## src/hdl/mslr_pkg.sv

```systemverilog
// Shared types and constants of the multi-stream Lehmer generator.
// No dependencies; imported by every module of the block.
package mslr_pkg;

    localparam int NUM_STREAMS_DEF = 64;
    localparam int QUEUE_DEPTH     = 4;
    localparam int QPTR_W          = $clog2(QUEUE_DEPTH);
    localparam int QCNT_W          = $clog2(QUEUE_DEPTH + 1);

    localparam int S_DATA_W = 104;
    localparam int M_DATA_W = 64;

    localparam logic [14:0] LCG_MULT = 15'd16807;
    localparam logic [30:0] LCG_MOD  = 31'h7FFF_FFFF;
    localparam logic [63:0] LCG_MASK = 64'd123459876;

    localparam logic [1:0] CMD_SEED  = 2'd0;
    localparam logic [1:0] CMD_DRAW  = 2'd1;
    localparam logic [1:0] CMD_RANGE = 2'd2;
    localparam logic [1:0] CMD_SKEW  = 2'd3;

    typedef enum logic [2:0] {
        KIND_NOP   = 3'd0,
        KIND_SEED  = 3'd1,
        KIND_DRAW  = 3'd2,
        KIND_RANGE = 3'd3,
        KIND_SKEW  = 3'd4,
        KIND_ERROR = 3'd5
    } kind_t;

    typedef struct packed {
        kind_t       kind;
        logic [5:0]  idx;
        logic [31:0] lo;
        logic [32:0] span;
        logic [30:0] bound;
    } op_entry_t;

endpackage

```

## src/hdl/mslr_front.sv

```systemverilog
// Front end: unpacks an input request and classifies it for the engine.
// Depends on mslr_pkg.
module mslr_front
    import mslr_pkg::*;
#(
    parameter int NUM_STREAMS = NUM_STREAMS_DEF
) (
    input  logic                s_tvalid,
    output logic                s_tready,
    // command[1:0], stream[7:2], range_low[39:8], range_high[71:40],
    // skew_bound[102:72], zero[103]
    input  logic [S_DATA_W-1:0] s_tdata,
    output logic                push_valid,
    output op_entry_t           push_entry,
    input  logic                push_ready
);

    logic [1:0]  cmd;
    logic [5:0]  stream;
    logic [31:0] lo;
    logic [31:0] hi;
    logic [32:0] lo_b;
    logic [32:0] hi_b;
    logic        in_range;
    logic        bad_range;

    assign cmd    = s_tdata[1:0];
    assign stream = s_tdata[7:2];
    assign lo     = s_tdata[39:8];
    assign hi     = s_tdata[71:40];

    // bias the signed bounds so that plain unsigned compare and subtract apply
    assign lo_b      = {1'b0, lo ^ 32'h8000_0000};
    assign hi_b      = {1'b0, hi ^ 32'h8000_0000};
    assign bad_range = hi_b < lo_b;
    assign in_range  = 32'(stream) < 32'(NUM_STREAMS);

    always_comb begin
        push_entry.idx   = stream;
        push_entry.lo    = lo;
        push_entry.span  = hi_b - lo_b + 33'd1;
        push_entry.bound = s_tdata[102:72];
        if (!in_range) begin
            push_entry.kind = KIND_NOP;
        end else begin
            unique case (cmd)
                CMD_SEED:  push_entry.kind = KIND_SEED;
                CMD_DRAW:  push_entry.kind = KIND_DRAW;
                CMD_RANGE: push_entry.kind = bad_range ? KIND_ERROR : KIND_RANGE;
                CMD_SKEW:  push_entry.kind = bad_range ? KIND_ERROR : KIND_SKEW;
                default:   push_entry.kind = KIND_NOP;
            endcase
        end
    end

    assign push_valid = s_tvalid;
    assign s_tready   = push_ready;

endmodule

```

## config.mk

```make
export PLATFORM = sky130hd
export DESIGN_NAME = mslr_front
export DESIGN_NICKNAME = d
export VERILOG_FILES = /design/src/hdl/mslr_pkg.sv /design/src/hdl/mslr_front.sv
export SDC_FILE = /design/constraint.sdc
export NUM_CORES = 1
export LEC_CHECK = 0
export ABC_AREA = 1
export BUFFER_PORTS_ARGS = -buffer_cell sky130_fd_sc_hd__clkbuf_2
export CAP_MARGIN = 40
export CORE_ASPECT_RATIO = 1.4
export CORE_MARGIN = 10
export CORE_UTILIZATION = 33
export DETAILED_ROUTE_END_ITERATION = 6
export GPL_TIMING_DRIVEN = 0
export PLACE_DENSITY = 0.6
export SLEW_MARGIN = 15
export SYNTH_ARGS = -nofsm -noshare
export SYNTH_HDL_FRONTEND = slang
export SYNTH_SLANG_ARGS = --single-unit
```

## constraint.sdc

```tcl
create_clock -name vclk -period 5
set_clock_uncertainty 0.15 [all_clocks]
set_input_delay 0.75 -clock vclk [all_inputs]
set_output_delay 0.75 -clock vclk [all_outputs]
set_load 0.1 [all_outputs]
```

==> metrics.md <==
| Metric | Value |
|---|---|
| Status | finished clean |
| Fin Setup TNS | 0 ps |
| Layout clock buffer count | 0 |
| Crit Path Max Fanout | 4 |
| Crit end category | primary output |
| Via/cell ratio | 4.22 |
| Psw | 0.00111 W |
| Fin crit share | around four fifths |
| CP Cell Sequence | clkbuf_2 -> inv_1 -> ha_1 -> inv_1 -> fa_1 -> inv_2 -> a21oi_2 -> o21ai_0 -> nand2_1 -> nand2_1 -> a21oi_1 -> nand3_1 -> nand2_1 -> clkbuf_2 |
| # Max-Cap Violations | 0 |
| Wire length per cell | between 10 and 15 um |
| Pwr per Cell Area | approximately 270 mW/mm2 |
| Die width | about 110 um |
| Synth top area cells | ha_1, nand2_1, inv_1 |
| Global-route wire length before repair | just under 20000 um |
| Hold Crit Start | s_tdata[84] |
| Sequential cell area | 0 um2 |
| Setup Buffers After CTS | 0 |
| Hold path cells | 2 |
| Fin. Hold Viols | 0 |
| Comb pwr share | 100.0% |
| Switching Fraction | roughly four fifths |
| Maximum VDD drop | ~0.21 mV |
| Worst Setup SP | s_tdata[30] |
| Remaining antenna violation count after routing | 0 |
| Area growth syn-to-layout | 26.0% |
| Initial antenna violation count | 0 |
| Net count after synthesis | 864 |
| Clock power share | 0% |
| Sequential-to-total area share from yosys stat | 0% |
| Count leader, synth | nand2_1 |
| Row count | between 40 and 50 |
| Synth top cells by count | nand2_1, inv_1, buf_4 |
| Cell-internal power | approximately 0.00028 W |
| Seq pwr share | 0% |
| Port buffer count | about 170 |
| Rel. slew slack | 61.7% |
| CTS resizes | 0 |
| Total power | about 0.0014 W |
| Max Fclk | around 0.25 GHz |
| CP startpoint kind | input pin |
| N_diodes | 0 |
| Critical Path RT | just over 4000 ps |
| CP max stage cell | fa_1 |
| Mapped cell area | between 0.004 and 0.005 mm2 |
| Synth top area share | between 20% and 30% |
| Seq Cell Count | 0 |
| Finish-stage setup viols | 0 |
| CP bufs+invs | 5 |
| Syn_area_per_cell | between 5 and 6 um2 |
| Die area | 0.0171 mm2 |
| Crit path top cell by count | nand2_1 |
| CP Class | input pin to primary output |
| Tot GR Track Use | roughly an eighth |
| Hold endpoint | push_entry[12] |
| Cell family with most CP delay | adder cells |
| GP Congestion | approximately 0.89 |
| Slew Viols, Final | 0 |
| Max incr delay on CP | 640 ps |
| Hpwl dp | around 11000 um |
| Cell area after layout | a little over 0.005 mm2 |
| Hold crit path type | input pin to primary output |
| Cells after Synth | roughly 680 |
| WL final | 11700 um |
| Synth Warn # | 0 |
| # fillers | between 1000 and 1500 |
| Post-CTS Hold Buffers | 0 |
| Layout cells sized above 1 | between 30% and 40% |
| Number of DRC markers in iteration 0 | 135 |
| Cell taking the most area after synthesis | ha_1 |
| Via count | between 4000 and 5000 |
| DRC | 0 |
| Area after DPL | slightly above 0.005 mm2 |
| Grt ovf | 0 |
| Ports | around 210 |
| Yosys cell types | 29 |
| Final min period | between 4000 and 5000 ps |
| Chip height | around 150 um |
| Core box area | 0.0119 mm2 |
| Leak Pwr | 3.30 nW |
| Starting density of the core | between 30% and 40% |
| TritonRoute pass-1 iters | 4 |
| Fin nets | 1039 |
| Worst Max-Slew Pin Slew | around 580 ps |
| Largest net degree at the start of global routing | 7 |
| Critical path arrival | between 3000 and 4000 ps |
| Vias in the first global route | between 4000 and 5000 |
| RSZ-0062 raised after global routing | no |
## layout make-up
type	count	area [um2]	area share, %
inverters	165	619	12.2
repair buffers	173	866	17.0
plain buffers	71	533	10.5
multi-input cells	441	2880	56.7
well taps	147	184	3.62
## power groups by stage
stage / clock network, W / registers (W) / logic (W)
6_report: 0 / 0 / 0.00139
3_5_place_dp: 0 / 0 / 0.00140
2_1_floorplan: 0 / 0 / 0.00117
3_3_place_gp: 0 / 0 / 0.00140
5_1_grt: 0 / 0 / 0.00149
4_1_cts: 0 / 0 / 0.00141
## metrics by stage
| stage | worst slack (ps) | utilization [%] | instances | hold slack, ps |
|---|---|---|---|---|
| 2_1_floorplan | 520 | - | 677 | 1560 |
| 3_3_place_gp | 917 | 42.8 | 997 | 1820 |
| 3_5_place_dp | 949 | 42.8 | 997 | 1820 |
| 4_1_cts | 937 | 42.8 | 997 | 1820 |
| 5_1_grt | 773 | 42.8 | 997 | 1820 |
| 6_report | 982 | 42.8 | 997 | 1810 |
## cells by family (layout without fill, tap and decap cells)
logic type | after synthesis | after routing | share of synthesized area (%)
adders and majority gates | 81 | 81 | 28.1
buffers and inverters | 236 | 409 | 28.5
and+or+nand+nor | 283 | 283 | 31.0
AOI/OAI and AO/OA | 61 | 61 | 8.93
xor gates and xnor gates | 16 | 16 | 3.47
## layout by cell type (no fill, tap or decap), drive strengths merged
cell type,netlist,final
nand2,191,191
clkbuf,0,173
inv,165,165
buf,71,71
ha,65,65
nor2,59,59
a21oi,30,30
nand3,21,21
o21ai,21,21
fa,16,16
xor2,13,13
o21bai,7,7
nand4,5,5
nor3,4,4
xnor2,3,3
nand3b,2,2
o21a,1,1
nor3b,1,1
a21o,1,1
a21boi,1,1
## how the worst max path moves through the flow
stage,depth (start not counted),endpoint
2_1_floorplan,11,push_entry[48]
3_3_place_gp,14,push_entry[61]
3_5_place_dp,14,push_entry[61]
4_1_cts,14,push_entry[61]
5_1_grt,14,push_entry[61]
6_report,14,push_entry[61]
## metal layers
layer	up-vias	track usage, %	wire, um
met5	-	0	0
met4	0	0.191	0
met3	0	3.52	978
met2	127	25.6	6230
met1	1777	14.0	4520
li1	2308	-	-
Power figures use the tool's default switching activity.
